<file path="config.mk">
export PLATFORM = sky130hd
export DESIGN_NAME = hsv_to_rgb_converter
export DESIGN_NICKNAME = d
export VERILOG_FILES = /design/src/rtl/hsvrgb_pkg.sv /design/src/rtl/hsv_to_rgb_converter.sv /design/src/rtl/hsvrgb_front.sv /design/src/rtl/hsvrgb_queue.sv /design/src/rtl/hsvrgb_back.sv
export VERILOG_INCLUDE_DIRS = /design/src /design/src/rtl
export SDC_FILE = /design/constraint.sdc
export NUM_CORES = 2
export LEC_CHECK = 0
export BUFFER_PORTS_ARGS = -buffer_cell sky130_fd_sc_hd__buf_2
export CORE_MARGIN = 10
export CORE_UTILIZATION = 54
export CTS_BUF_LIST = sky130_fd_sc_hd__clkbuf_4 sky130_fd_sc_hd__clkbuf_8
export DETAILED_ROUTE_END_ITERATION = 6
export PLACE_DENSITY = 0.66
export SYNTH_ARGS = -nofsm -noshare
export SYNTH_HDL_FRONTEND = slang
export SYNTH_SLANG_ARGS = --single-unit
</file>
<file path="constraint.sdc">
create_clock -name clock -period 8.9 [get_ports clock]
set_input_delay 2.67 -clock clock [delete_from_list [all_inputs] [get_ports clock]]
set_output_delay 2.67 -clock clock [all_outputs]
set_load 0.03 [all_outputs]
</file>
<file path="src/rtl/hsv_to_rgb_converter_macros.svh">
// Assertion macros for the HSV to RGB converter.
`ifndef HSV_TO_RGB_CONVERTER_MACROS_SVH
`define HSV_TO_RGB_CONVERTER_MACROS_SVH

// Check a consequence in the same cycle as its cause.
`define HSVRGB_ASSERT_NOW(label, clk, rst, ante, cons, msg) \
   label: assert property (@(posedge clk) disable iff (rst) (ante) |-> (cons)) \
      else $error(msg);

// Check a consequence a fixed number of cycles after its cause.
`define HSVRGB_ASSERT_LATER(label, clk, rst, ante, dly, cons, msg) \
   label: assert property (@(posedge clk) disable iff (rst) (ante) |-> ##dly (cons)) \
      else $error(msg);

`endif

</file>
<file path="src/rtl/hsvrgb_pkg.sv">
`timescale 1ns / 1ps

package hsvrgb_pkg;

   localparam int FIELD_BITS = 8;
   localparam int HUE_BITS = 9;
   localparam int REM_BITS = 6;
   localparam int SECTOR_DEG = 60;
   localparam logic [HUE_BITS-1:0] HUE_MAX = 9'd359;
   localparam int QUEUE_DEPTH = 2;
   localparam int QCW = $clog2(QUEUE_DEPTH + 1);
   localparam int LATENCY = 6;

   typedef enum logic [2:0] {
      SECTOR_0 = 3'd0,
      SECTOR_1 = 3'd1,
      SECTOR_2 = 3'd2,
      SECTOR_3 = 3'd3,
      SECTOR_4 = 3'd4,
      SECTOR_5 = 3'd5
   } sector_type;

   typedef struct packed {
      logic [HUE_BITS-1:0]   hue;
      logic [FIELD_BITS-1:0] saturation;
      logic [FIELD_BITS-1:0] brightness;
   } req_word_type;

   typedef struct packed {
      logic [FIELD_BITS-1:0] red;
      logic [FIELD_BITS-1:0] green;
      logic [FIELD_BITS-1:0] blue;
   } rsp_word_type;

   typedef struct packed {
      logic                  grey;
      sector_type            sector;
      logic [REM_BITS-1:0]   rem;
      logic [FIELD_BITS-1:0] sat;
      logic [FIELD_BITS-1:0] val;
   } hsv_item_type;

   typedef struct packed {
      logic [QCW-1:0] count;
      logic           popping;
   } queue_level_type;

   function automatic sector_type hue_sector(input logic [HUE_BITS-1:0] h);
      sector_type sec;
      priority if (h >= 9'd300) sec = SECTOR_5;
      else if (h >= 9'd240) sec = SECTOR_4;
      else if (h >= 9'd180) sec = SECTOR_3;
      else if (h >= 9'd120) sec = SECTOR_2;
      else if (h >= 9'd60) sec = SECTOR_1;
      else sec = SECTOR_0;
      return sec;
   endfunction

   function automatic logic [HUE_BITS-1:0] sector_base(input sector_type sec);
      logic [HUE_BITS-1:0] base;
      unique case (sec)
         SECTOR_0: base = 9'd0;
         SECTOR_1: base = 9'd60;
         SECTOR_2: base = 9'd120;
         SECTOR_3: base = 9'd180;
         SECTOR_4: base = 9'd240;
         default:  base = 9'd300;
      endcase
      return base;
   endfunction

endpackage

</file>
<file path="src/rtl/hsv_to_rgb_converter.sv">
`timescale 1ns / 1ps
`include "hsv_to_rgb_converter_macros.svh"

// HSV to RGB pixel converter. Takes one pixel per clock: a pixel is taken at
// a rising edge where start is high and busy is low, and its RGB word shows on
// rsp_word with rsp_strobe high for one cycle once it has left the back end.
// The result cannot be held off, so it must be captured in that cycle. A front
// stage clamps the hue (above 359 reads as 359), splits it into a 60-degree
// sector and remainder and flags grey pixels; a two-word queue feeds a
// five-stage back end that forms the three shade levels with constant
// reciprocal multiplies and routes them by sector. The back end drains the
// queue every cycle, so busy stays low and the sustained rate is one pixel per
// clock, set by the fully pipelined multiplier stages.
module hsv_to_rgb_converter import hsvrgb_pkg::*; #(
   parameter int CHANNEL_BITS = 8
) (
   input  logic         clock,
   input  logic         reset,
   input  logic         start,
   output logic         busy,
   input  req_word_type req_word,
   output logic         rsp_strobe,
   output rsp_word_type rsp_word
);

   logic            push_valid;
   hsv_item_type    push_item;
   logic            pop_valid;
   hsv_item_type    pop_item;
   queue_level_type q_level;

   hsvrgb_front #(
      .CHANNEL_BITS(CHANNEL_BITS)
   ) u_front (
      .clock      (clock),
      .reset      (reset),
      .start      (start),
      .busy       (busy),
      .req_word   (req_word),
      .level      (q_level),
      .push_valid (push_valid),
      .push_item  (push_item)
   );

   hsvrgb_queue u_queue (
      .clock      (clock),
      .reset      (reset),
      .push_valid (push_valid),
      .push_item  (push_item),
      .pop_valid  (pop_valid),
      .pop_item   (pop_item),
      .level      (q_level)
   );

   hsvrgb_back #(
      .CHANNEL_BITS(CHANNEL_BITS)
   ) u_back (
      .clock      (clock),
      .reset      (reset),
      .in_valid   (pop_valid),
      .in_item    (pop_item),
      .rsp_strobe (rsp_strobe),
      .rsp_word   (rsp_word)
   );

   `HSVRGB_ASSERT_NOW(a_queue_bound, clock, reset, push_valid,
      q_level.count < QCW'(QUEUE_DEPTH) || q_level.popping, "queue overrun")
   `HSVRGB_ASSERT_LATER(a_latency, clock, reset, start && !busy, 7, rsp_strobe,
      "result word missing")
   `HSVRGB_ASSERT_LATER(a_grey, clock, reset, start && !busy && req_word.saturation == '0, 7,
      rsp_word.red == rsp_word.green && rsp_word.green == rsp_word.blue, "grey pixel not grey")

endmodule

</file>
<file path="src/rtl/hsvrgb_front.sv">
`timescale 1ns / 1ps

module hsvrgb_front import hsvrgb_pkg::*; #(
   parameter int CHANNEL_BITS = 8
) (
   input  logic            clock,
   input  logic            reset,
   input  logic            start,
   output logic            busy,
   input  req_word_type    req_word,
   input  queue_level_type level,
   output logic            push_valid,
   output hsv_item_type    push_item
);

   localparam int EW = CHANNEL_BITS + FIELD_BITS;

   logic                valid_ff;
   logic                valid_in;
   hsv_item_type        item_ff;
   hsv_item_type        item_in;
   logic [EW-1:0]       sat_ext;
   logic [HUE_BITS-1:0] hue_clamped;
   logic [HUE_BITS-1:0] hue_rem;
   logic [QCW:0]        fill;
   logic                accept;

   // room needed for the word in the front register plus the one taken now
   assign fill = {1'b0, level.count} - (QCW + 1)'(level.popping) + (QCW + 1)'(valid_ff);
   assign busy = fill >= (QCW + 1)'(QUEUE_DEPTH);
   assign accept = start && !busy;

   assign sat_ext = EW'(req_word.saturation);
   assign hue_clamped = (req_word.hue > HUE_MAX) ? HUE_MAX : req_word.hue;

   always_comb begin
      item_in.grey = (sat_ext[CHANNEL_BITS-1:0] == '0);
      item_in.sector = hue_sector(hue_clamped);
      hue_rem = hue_clamped - sector_base(item_in.sector);
      item_in.rem = hue_rem[REM_BITS-1:0];
      item_in.sat = req_word.saturation;
      item_in.val = req_word.brightness;
   end

   assign valid_in = accept;

   always_ff @(posedge clock) begin
      if (reset) begin
         valid_ff <= 1'b0;
      end else begin
         valid_ff <= valid_in;
      end
   end

   always_ff @(posedge clock) begin
      if (accept) begin
         item_ff <= item_in;
      end
   end

   assign push_valid = valid_ff;
   assign push_item = item_ff;

endmodule

</file>
<file path="src/rtl/hsvrgb_queue.sv">
`timescale 1ns / 1ps

module hsvrgb_queue import hsvrgb_pkg::*; (
   input  logic            clock,
   input  logic            reset,
   input  logic            push_valid,
   input  hsv_item_type    push_item,
   output logic            pop_valid,
   output hsv_item_type    pop_item,
   output queue_level_type level
);

   localparam int PW = $clog2(QUEUE_DEPTH);

   hsv_item_type   mem_ff [QUEUE_DEPTH];
   logic [PW-1:0]  wr_ptr_ff;
   logic [PW-1:0]  wr_ptr_in;
   logic [PW-1:0]  rd_ptr_ff;
   logic [PW-1:0]  rd_ptr_in;
   logic [QCW-1:0] count_ff;
   logic [QCW-1:0] count_in;
   logic           pop;

   // the back end never stalls: drain whenever a word is held
   assign pop = (count_ff != '0);

   assign wr_ptr_in = !push_valid ? wr_ptr_ff :
                      (wr_ptr_ff == PW'(QUEUE_DEPTH - 1)) ? '0 : wr_ptr_ff + 1'b1;
   assign rd_ptr_in = !pop ? rd_ptr_ff :
                      (rd_ptr_ff == PW'(QUEUE_DEPTH - 1)) ? '0 : rd_ptr_ff + 1'b1;
   assign count_in = count_ff + QCW'(push_valid) - QCW'(pop);

   always_ff @(posedge clock) begin
      if (reset) begin
         wr_ptr_ff <= '0;
         rd_ptr_ff <= '0;
         count_ff <= '0;
      end else begin
         wr_ptr_ff <= wr_ptr_in;
         rd_ptr_ff <= rd_ptr_in;
         count_ff <= count_in;
      end
   end

   always_ff @(posedge clock) begin
      if (push_valid) begin
         mem_ff[wr_ptr_ff] <= push_item;
      end
   end

   assign pop_valid = pop;
   assign pop_item = mem_ff[rd_ptr_ff];
   assign level.count = count_ff;
   assign level.popping = pop;

endmodule

</file>
<file path="src/rtl/hsvrgb_back.sv">
`timescale 1ns / 1ps

module hsvrgb_back import hsvrgb_pkg::*; #(
   parameter int CHANNEL_BITS = 8
) (
   input  logic         clock,
   input  logic         reset,
   input  logic         in_valid,
   input  hsv_item_type in_item,
   output logic         rsp_strobe,
   output rsp_word_type rsp_word
);

   localparam int CB = CHANNEL_BITS;
   localparam int EW = CB + FIELD_BITS;
   localparam logic [63:0] CMAX = (64'd1 << CB) - 64'd1;
   localparam logic [63:0] DEN_Q = 64'd60 * CMAX;
   localparam int DW = $clog2(DEN_Q + 64'd1);
   localparam int NPW = 2 * CB;
   localparam int NQW = CB + DW;
   localparam int MPW = NPW - $clog2(CMAX + 64'd1) + 2;
   localparam int MQW = NQW - $clog2(DEN_Q + 64'd1) + 2;
   localparam logic [63:0] RECIP_P = (64'd1 << NPW) / CMAX;
   localparam logic [63:0] RECIP_Q = (64'd1 << NQW) / DEN_Q;
   localparam int PPW = NPW + MPW;
   localparam int PQW = NQW + MQW;

   // stage 1: shade factors
   logic [EW-1:0]  sat_ext;
   logic [EW-1:0]  val_ext;
   logic [CB-1:0]  s_c;
   logic [CB-1:0]  v_c;
   logic [DW-1:0]  s_r;
   logic [DW-1:0]  s_nr;
   logic           s1_valid_ff;
   logic           s1_grey_ff;
   sector_type     s1_sector_ff;
   logic [CB-1:0]  s1_v_ff;
   logic [CB-1:0]  s1_xp_ff;
   logic [CB-1:0]  s1_xp_in;
   logic [DW-1:0]  s1_xq_ff;
   logic [DW-1:0]  s1_xq_in;
   logic [DW-1:0]  s1_xt_ff;
   logic [DW-1:0]  s1_xt_in;

   // stage 2: numerators
   logic           s2_valid_ff;
   logic           s2_grey_ff;
   sector_type     s2_sector_ff;
   logic [CB-1:0]  s2_v_ff;
   logic [NPW-1:0] s2_np_ff;
   logic [NPW-1:0] s2_np_in;
   logic [NQW-1:0] s2_nq_ff;
   logic [NQW-1:0] s2_nq_in;
   logic [NQW-1:0] s2_nt_ff;
   logic [NQW-1:0] s2_nt_in;

   // stage 3: quotient estimates
   logic [PPW-1:0] prod_p;
   logic [PQW-1:0] prod_q;
   logic [PQW-1:0] prod_t;
   logic           s3_valid_ff;
   logic           s3_grey_ff;
   sector_type     s3_sector_ff;
   logic [CB-1:0]  s3_v_ff;
   logic [NPW-1:0] s3_np_ff;
   logic [NQW-1:0] s3_nq_ff;
   logic [NQW-1:0] s3_nt_ff;
   logic [CB-1:0]  s3_ep_ff;
   logic [CB-1:0]  s3_eq_ff;
   logic [CB-1:0]  s3_et_ff;

   // stage 4: corrected levels
   logic [NPW-1:0] rem_p;
   logic [NQW-1:0] rem_q;
   logic [NQW-1:0] rem_t;
   logic           s4_valid_ff;
   logic           s4_grey_ff;
   sector_type     s4_sector_ff;
   logic [CB-1:0]  s4_v_ff;
   logic [CB-1:0]  s4_p_ff;
   logic [CB-1:0]  s4_p_in;
   logic [CB-1:0]  s4_q_ff;
   logic [CB-1:0]  s4_q_in;
   logic [CB-1:0]  s4_t_ff;
   logic [CB-1:0]  s4_t_in;

   // stage 5: channel routing
   logic [CB-1:0]  r_c;
   logic [CB-1:0]  g_c;
   logic [CB-1:0]  b_c;
   logic [EW-1:0]  r_ext;
   logic [EW-1:0]  g_ext;
   logic [EW-1:0]  b_ext;
   logic           out_valid_ff;
   rsp_word_type   out_word_ff;
   rsp_word_type   out_word_in;

   assign sat_ext = EW'(in_item.sat);
   assign val_ext = EW'(in_item.val);
   assign s_c = sat_ext[CB-1:0];
   assign v_c = val_ext[CB-1:0];
   assign s_r = DW'(s_c) * DW'(in_item.rem);
   assign s_nr = DW'(s_c) * (DW'(SECTOR_DEG) - DW'(in_item.rem));
   assign s1_xp_in = CMAX[CB-1:0] - s_c;
   assign s1_xq_in = DEN_Q[DW-1:0] - s_r;
   assign s1_xt_in = DEN_Q[DW-1:0] - s_nr;

   assign s2_np_in = NPW'(s1_v_ff) * NPW'(s1_xp_ff);
   assign s2_nq_in = NQW'(s1_v_ff) * NQW'(s1_xq_ff);
   assign s2_nt_in = NQW'(s1_v_ff) * NQW'(s1_xt_ff);

   assign prod_p = PPW'(s2_np_ff) * PPW'(RECIP_P[MPW-1:0]);
   assign prod_q = PQW'(s2_nq_ff) * PQW'(RECIP_Q[MQW-1:0]);
   assign prod_t = PQW'(s2_nt_ff) * PQW'(RECIP_Q[MQW-1:0]);

   // estimate is low by at most one: fix with one compare
   assign rem_p = s3_np_ff - NPW'(s3_ep_ff) * CMAX[NPW-1:0];
   assign rem_q = s3_nq_ff - NQW'(s3_eq_ff) * DEN_Q[NQW-1:0];
   assign rem_t = s3_nt_ff - NQW'(s3_et_ff) * DEN_Q[NQW-1:0];
   assign s4_p_in = s3_ep_ff + CB'(rem_p >= CMAX[NPW-1:0]);
   assign s4_q_in = s3_eq_ff + CB'(rem_q >= DEN_Q[NQW-1:0]);
   assign s4_t_in = s3_et_ff + CB'(rem_t >= DEN_Q[NQW-1:0]);

   always_comb begin
      if (s4_grey_ff) begin
         r_c = s4_v_ff;
         g_c = s4_v_ff;
         b_c = s4_v_ff;
      end else begin
         unique case (s4_sector_ff)
            SECTOR_0: begin
               r_c = s4_v_ff; g_c = s4_t_ff; b_c = s4_p_ff;
            end
            SECTOR_1: begin
               r_c = s4_q_ff; g_c = s4_v_ff; b_c = s4_p_ff;
            end
            SECTOR_2: begin
               r_c = s4_p_ff; g_c = s4_v_ff; b_c = s4_t_ff;
            end
            SECTOR_3: begin
               r_c = s4_p_ff; g_c = s4_q_ff; b_c = s4_v_ff;
            end
            SECTOR_4: begin
               r_c = s4_t_ff; g_c = s4_p_ff; b_c = s4_v_ff;
            end
            default: begin
               r_c = s4_v_ff; g_c = s4_p_ff; b_c = s4_q_ff;
            end
         endcase
      end
   end

   assign r_ext = EW'(r_c);
   assign g_ext = EW'(g_c);
   assign b_ext = EW'(b_c);
   assign out_word_in.red = r_ext[FIELD_BITS-1:0];
   assign out_word_in.green = g_ext[FIELD_BITS-1:0];
   assign out_word_in.blue = b_ext[FIELD_BITS-1:0];

   always_ff @(posedge clock) begin
      if (reset) begin
         s1_valid_ff <= 1'b0;
         s2_valid_ff <= 1'b0;
         s3_valid_ff <= 1'b0;
         s4_valid_ff <= 1'b0;
         out_valid_ff <= 1'b0;
      end else begin
         s1_valid_ff <= in_valid;
         s2_valid_ff <= s1_valid_ff;
         s3_valid_ff <= s2_valid_ff;
         s4_valid_ff <= s3_valid_ff;
         out_valid_ff <= s4_valid_ff;
      end
   end

   always_ff @(posedge clock) begin
      s1_grey_ff <= in_item.grey;
      s1_sector_ff <= in_item.sector;
      s1_v_ff <= v_c;
      s1_xp_ff <= s1_xp_in;
      s1_xq_ff <= s1_xq_in;
      s1_xt_ff <= s1_xt_in;

      s2_grey_ff <= s1_grey_ff;
      s2_sector_ff <= s1_sector_ff;
      s2_v_ff <= s1_v_ff;
      s2_np_ff <= s2_np_in;
      s2_nq_ff <= s2_nq_in;
      s2_nt_ff <= s2_nt_in;

      s3_grey_ff <= s2_grey_ff;
      s3_sector_ff <= s2_sector_ff;
      s3_v_ff <= s2_v_ff;
      s3_np_ff <= s2_np_ff;
      s3_nq_ff <= s2_nq_ff;
      s3_nt_ff <= s2_nt_ff;
      s3_ep_ff <= prod_p[NPW +: CB];
      s3_eq_ff <= prod_q[NQW +: CB];
      s3_et_ff <= prod_t[NQW +: CB];

      s4_grey_ff <= s3_grey_ff;
      s4_sector_ff <= s3_sector_ff;
      s4_v_ff <= s3_v_ff;
      s4_p_ff <= s4_p_in;
      s4_q_ff <= s4_q_in;
      s4_t_ff <= s4_t_in;

      out_word_ff <= out_word_in;
   end

   assign rsp_strobe = out_valid_ff;
   assign rsp_word = out_word_ff;

endmodule

</file>
Yosys cells after proc, flatten, opt, wreduce, memory -nomap -nowiden
Memory sizes are Yosys's and may differ from the RTL's. A register that Yosys moved wholly into a read port is not among the register bits.
Cells that the tools add are included.
{ "totals": {"out_inout_bits": 26, "n_memories": 1, "ramBits": 52, "word_cells": 120, "input_bits": 28, "ff_bits": 312} }
{ "classes": {"n_mul": 11, "n_eq_ne": 8, "n_lt_le_gt_ge": 10, "addsub": 17, "muxes": 19, "n_reduce_logical": 10} }
{ "mem_list": {"columns": ["memory", "depth", "width", "rd", "rd_clocked_by_memory_dff", "write_ports", "line_no", "source"], "rows": [
  ["u_queue.mem_ff", 2, 26, 1, 1, 1, "hsvrgb_queue.sv:15", "hsv_item_type mem_ff [QUEUE_DEPTH];"]
]} }
{ "ops": {"columns": ["operator", "count"], "rows": [
  ["$pmux W8 S3", 3],
  ["$mul A22 B8 Y29 const B", 2],
  ["$ge A22 B14 Y1 const B", 2],
  ["$mul A8 B14 Y22", 2],
  ["$sub A22 B22 Y22", 2],
  ["$mul A8 B12 Y20 const B", 2],
  ["$pmux W6 S5", 1],
  ["$sub A14 B14 Y14 const A", 2],
  ["$add A8 B1 Y8", 3],
  ["$mul A16 B9 Y24 const B", 1],
  ["$mux W8", 3],
  ["$ge A9 B8 Y1 const B", 2],
  ["$ge A16 B8 Y1 const B", 1],
  ["$mul A8 B8 Y16", 1],
  ["$mul A8 B8 Y16 const B", 1],
  ["$sub A16 B16 Y16", 1],
  ["$mul A8 B14 Y14", 1],
  ["$mul A8 B6 Y14", 1],
  ["$eq A3 B2 Y1 const B", 4],
  ["$mux W3", 4],
  ["$ge A9 B6 Y1 const B", 1],
  ["$ge A9 B7 Y1 const B", 1],
  ["$ge A9 B9 Y1 const B", 1],
  ["$gt A9 B9 Y1 const B", 1],
  ["19 further kinds", 32]
]} }

Depth between registers and ports, before layout
{ "depth": {"ltp_word": 11, "depth_mapped": 33} }

Hierarchy
From an unflattened synthesis, not the netlist that was laid out.
{ "hier_totals": {"hier_cells": 3511, "area_unflattened_um2": 34146.5} }
{ "modules_own_cells": {"columns": ["module", "cells_each", "area_per_inst_um2", "n_inst", "seq_area_each_um2"], "rows": [
  ["hsvrgb_back", 3312, 30650.6, 1, 5505.3],
  ["hsvrgb_queue", 102, 2189.6, 1, 1661.6],
  ["hsvrgb_front", 97, 1306.3, 1, 800.8]
]} }

Least setup slack after synthesis
No wires, ideal clock.
{ "synth_path": {"path_type": "register to register", "start": "reg u_back.s3_eq_ff[5]", "end": "reg u_back.s4_q_ff[7]", "setup_ns": 0.125, "period_less_slack_ns": 6.341, "path_stages_with_launch": 27, "slack_ns": 2.559, "arrival_time_ns": 6.216, "n_path_buf": 1, "path_cell_list": "dfxtp_1 -> fa_1 -> inv_1 -> fa_1 -> inv_1 -> fa_1 -> fa_1 -> ha_1 -> a21o_1 -> a21o_1 -> a41o_1 -> o41ai_1 -> xor2_1 -> ha_1 -> o22ai_1 -> a21oi_1 -> o221ai_1 -> nor4_1 -> o21ai_0 -> or2_2 -> a2111oi_0 -> nand4_1 -> ha_1 -> and2_1 -> clkbuf_1 -> nand4_1 -> xnor2_1"} }
{ "synth_between": {"elab_chain_cells": 4} }
{ "synth_lines": {"columns": ["element", "line_no", "source"], "rows": [
  ["start, declared", "hsvrgb_back.sv:70", "logic [CB-1:0] s3_eq_ff;"],
  ["start signal, assigned", "hsvrgb_back.sv:199", "s3_eq_ff <= prod_q[NQW +: CB];"],
  ["$mul A8 B12 Y20", "hsvrgb_back.sv:119", "assign rem_q = s3_nq_ff - NQW'(s3_eq_ff) * DEN_Q[NQW-1:0];"],
  ["$sub A22 B22 Y22", "hsvrgb_back.sv:119", null],
  ["$ge A22 B14 Y1", "hsvrgb_back.sv:122", "assign s4_q_in = s3_eq_ff + CB'(rem_q >= DEN_Q[NQW-1:0]);"],
  ["$add A8 B1 Y8 *", "hsvrgb_back.sv:122", null],
  ["named net u_back.s4_q_in[7]", "hsvrgb_back.sv:84", "logic [CB-1:0] s4_q_in;"],
  ["end signal, assigned", "hsvrgb_back.sv:206", "s4_q_ff <= s4_q_in;"],
  ["end, declared", "hsvrgb_back.sv:83", "logic [CB-1:0] s4_q_ff;"]
]} }
The timed path passes the listed nets; every way through them passes the cells marked *.
A chain may end at the register's enable or synchronous reset.

Worst setup path in the final report
Same ends and word-level chain as after synthesis.

==> out/metrics.cfg <==
[outcome]
status=complete, no violations

[logic_synthesis]
ys_types=78
seq_area_frac_synth_pct=23.5
yosysWarnings=0
synthArstFlopShare_pct=0
synth-seq-cells=359
syn-cell-area_um2=33800
synth-edff-count=78
synthesis.nets=4414
synth_ff_type=dfxtp_1
avgSynthCellArea_um2=9.72
syn_inst=3482

[timing]
grt_setup_unrepaired=no
slew_headroom_pct=25.8
final.setup.tns_ns=0
finalSetupViolations=0
tightest_slew_ns=1.11
fmax_mhz=145
layout_setup_ws_ns=2.00
period_share_pct=77.5
slew_viol_final=0
clock_skew_ns=0.0476
hold_viol=0
fin_crit_ns=6.90

[clocking]
ctsHoldBuffers=0
cts_made_buffers=66
clock_sinks=359
cts_setup_buffers=0
clock_latency_ns=0.64
clock-root-buffer=clkbuf_8
ctsResizeCount=0
tritoncts=done
clk_pin_slew_ns=0.06
cts.path.max_buffers=3
cts_max_level=3

[global_routing]
grt_overflow=0
grt_pass1_vias=23000
grt_usage_pct=18.1
grt_max_degree=37
antenna_found_initial=1
grt_pass1_wl_mm=111

[worst_setup_path]
required_ns=9.42
start_kind=register
end_kind=register
crit_top_cell=fa_1
worst_ep_arrival_time_ns=7.41
timing.rr.end=u_back.s4_q_ff[7]
crit_buf_inv=2
r2r_start=u_back.s3_eq_ff[5]
crit_cells=25
slowest_delay_ns=0.68
worst-r2r-setup-slack_ns=2.00
path_max_fanout=8
worstRegToRegCells=25
path_class=reg -> reg
cpMaxStageDelayCell=fa_1
critPathTopFamily=adder cells

[final_layout]
fillerInstances=5391
nets=4496
drive_above_1_share_pct=6.23
syn_to_final_growth_pct=8.13
finalInstanceArea_um2=36600
final_common_cell=inv_1
seq_area_um2=7970
multi_input_area_um2=23000
post_layout_nonfiller_instances=4450
final_cell_mix=inv_1 (705), ha_1 (529), fa_1 (375), dfxtp_1 (281), nand2_1 (244)

[routing]
dr_total_vias=22800
drt-pass1-iter-count=5
drt_iter0_markers=946
drc=0
totalWireLength_mm=64.7
avgRoutedWirePerCell_um=14.5
ant_nets=0
vias_per_cell=5.11

[die]
core-area_um2=61800
ios=54
die_y_um=270
dieArea_um2=73100
start_util_pct=54.7
rows=91
die_x_um=270

[placement]
placed_area_um2=35100
gp_congestion=0.864
numPortBuffers=53
hpwlAfterDp_mm=52.6
place_ws_ns=2.02
dp.cells=4333

[hold_path]
min_from=u_back.s3_v_ff[4]
hold_end=u_back.s4_v_ff[4]
holdCritPathClass=reg -> reg
whs_path_depth=0

[job]
drv_cap=0

==> metal layers <==
metal	vias up	global-route usage [%]	part of all wire (%)
met5	-	0	0
met4	0	5.59	2.3
met3	92	3.11	4.3
met2	366	28.9	46
met1	10900	24.6	48
li1	11400	-	-
==> cell usage after synthesis, types with 8 or more instances <==
cell type	number	area share [%]
nand3_1	27	0.40
clkbuf_1	48	0.53
a211oi_1	8	0.18
or3_1	9	0.17
and2_1	171	3.2
and3_1	14	0.26
a22oi_1	9	0.20
mux2_2	24	0.80
a21oi_1	118	1.7
a31oi_1	16	0.30
nand2b_1	26	0.48
nand4_1	20	0.37
o21ai_1	39	0.58
o21bai_1	14	0.31
mux2i_1	47	1.4
ha_1	529	20
nand2_1	244	2.7
o21a_1	23	0.51
xnor2_1	129	3.3
edfxtp_1	78	6.9
nor2_1	154	1.7
o22ai_1	13	0.24
nor2b_1	38	0.70
dfxtp_1	281	17
fa_1	375	22
o21ai_0	64	0.95
inv_1	705	7.8
o211ai_1	9	0.20
a21o_1	34	0.75
xor2_1	45	1.2
nor3_1	49	0.72
a221oi_1	11	0.28
==> worst reg2reg max path: cells and delay by family, from the launching register on <==
kind                     cells  cell delay [ns]
AND/OR/NAND/NOR              5             0.98
XOR/XNOR                     2             0.19
AO/OA/AOI/OAI                9             1.83
buffers and inverters        2             0.14
adder cells (fa/ha/maj)      7             3.19
flip-flops                   1             0.45
==> through the flow <==
| stage | hold slack (ns) | utilization (%) |
|---|---|---|
| detailed placement | 0.312 | 56.7 |
| global placement | 0.311 | 56.7 |
| floorplan | 0.310 | - |
| CTS | 0.324 | 59.2 |
| global route | 0.330 | 59.2 |
| finish | 0.312 | 59.2 |
==> logic make-up (layout without fill, tap and decap cells) <==
| logic type | count (synthesis) | count (layout) | share of synthesized area [%] |
|---|---|---|---|
| adders and majority gates | 904 | 904 | 41.7 |
| AOI/OAI and AO/OA | 428 | 428 | 8.23 |
| muxes | 72 | 72 | 2.22 |
| and+or+nand+nor | 779 | 779 | 11.3 |
| buffers and inverters | 766 | 896 | 8.51 |
| xor gates and xnor gates | 174 | 174 | 4.50 |
| DFF | 359 | 359 | 23.5 |
| other | 0 | 1 | 0 |
==> sequential cells by signal (all words and copies together), names as in the netlist, 8 cells and up, named ones only <==
register and flops:
u_queue.mem_ff 52, u_front.push_item 26, u_back.rsp_word 24, u_back.s2_nq_ff 22, u_back.s2_nt_ff 21, u_back.s3_nq_ff 20
u_back.s3_nt_ff 20, u_back.s2_np_ff 16, u_back.s3_np_ff 16, u_back.s1_xq_ff 14, u_back.s1_xt_ff 13, u_back.s1_v_ff 8
u_back.s1_xp_ff 8, u_back.s2_v_ff 8, u_back.s3_ep_ff 8, u_back.s3_eq_ff 8, u_back.s3_et_ff 8, u_back.s3_v_ff 8
u_back.s4_p_ff 8, u_back.s4_q_ff 8, u_back.s4_t_ff 8, u_back.s4_v_ff 8
==> worst max path at each step <==
stage | from | end | slack, ns
after global routing | u_back.s3_eq_ff[5] | u_back.s4_q_ff[7] | 1.34
after detailed placement | u_back.s3_eq_ff[5] | u_back.s4_q_ff[6] | 2.02
after floorplan | u_back.s3_eq_ff[5] | u_back.s4_q_ff[7] | 2.56
final | u_back.s3_eq_ff[5] | u_back.s4_q_ff[7] | 2.00
after global placement | u_back.s3_eq_ff[5] | u_back.s4_q_ff[6] | 2.11
after CTS | u_back.s3_eq_ff[5] | u_back.s4_q_ff[6] | 1.96
==> layout make-up <==
type / count / area share (%)
Inverter: 711 / 7.30
Clock inverter: 26 / 1.00
Multi-Input combinational cell: 2357 / 62.8
Clock buffer: 90 / 3.16
Sequential cell: 359 / 21.8
Timing Repair Buffer: 69 / 1.05
Tap cell: 837 / 2.86
Antenna cell: 1 / 0.00684
Power is left out: the tool's default activity adds up to more than one toggle a clock period on the data nets, which glitch-free logic cannot reach.
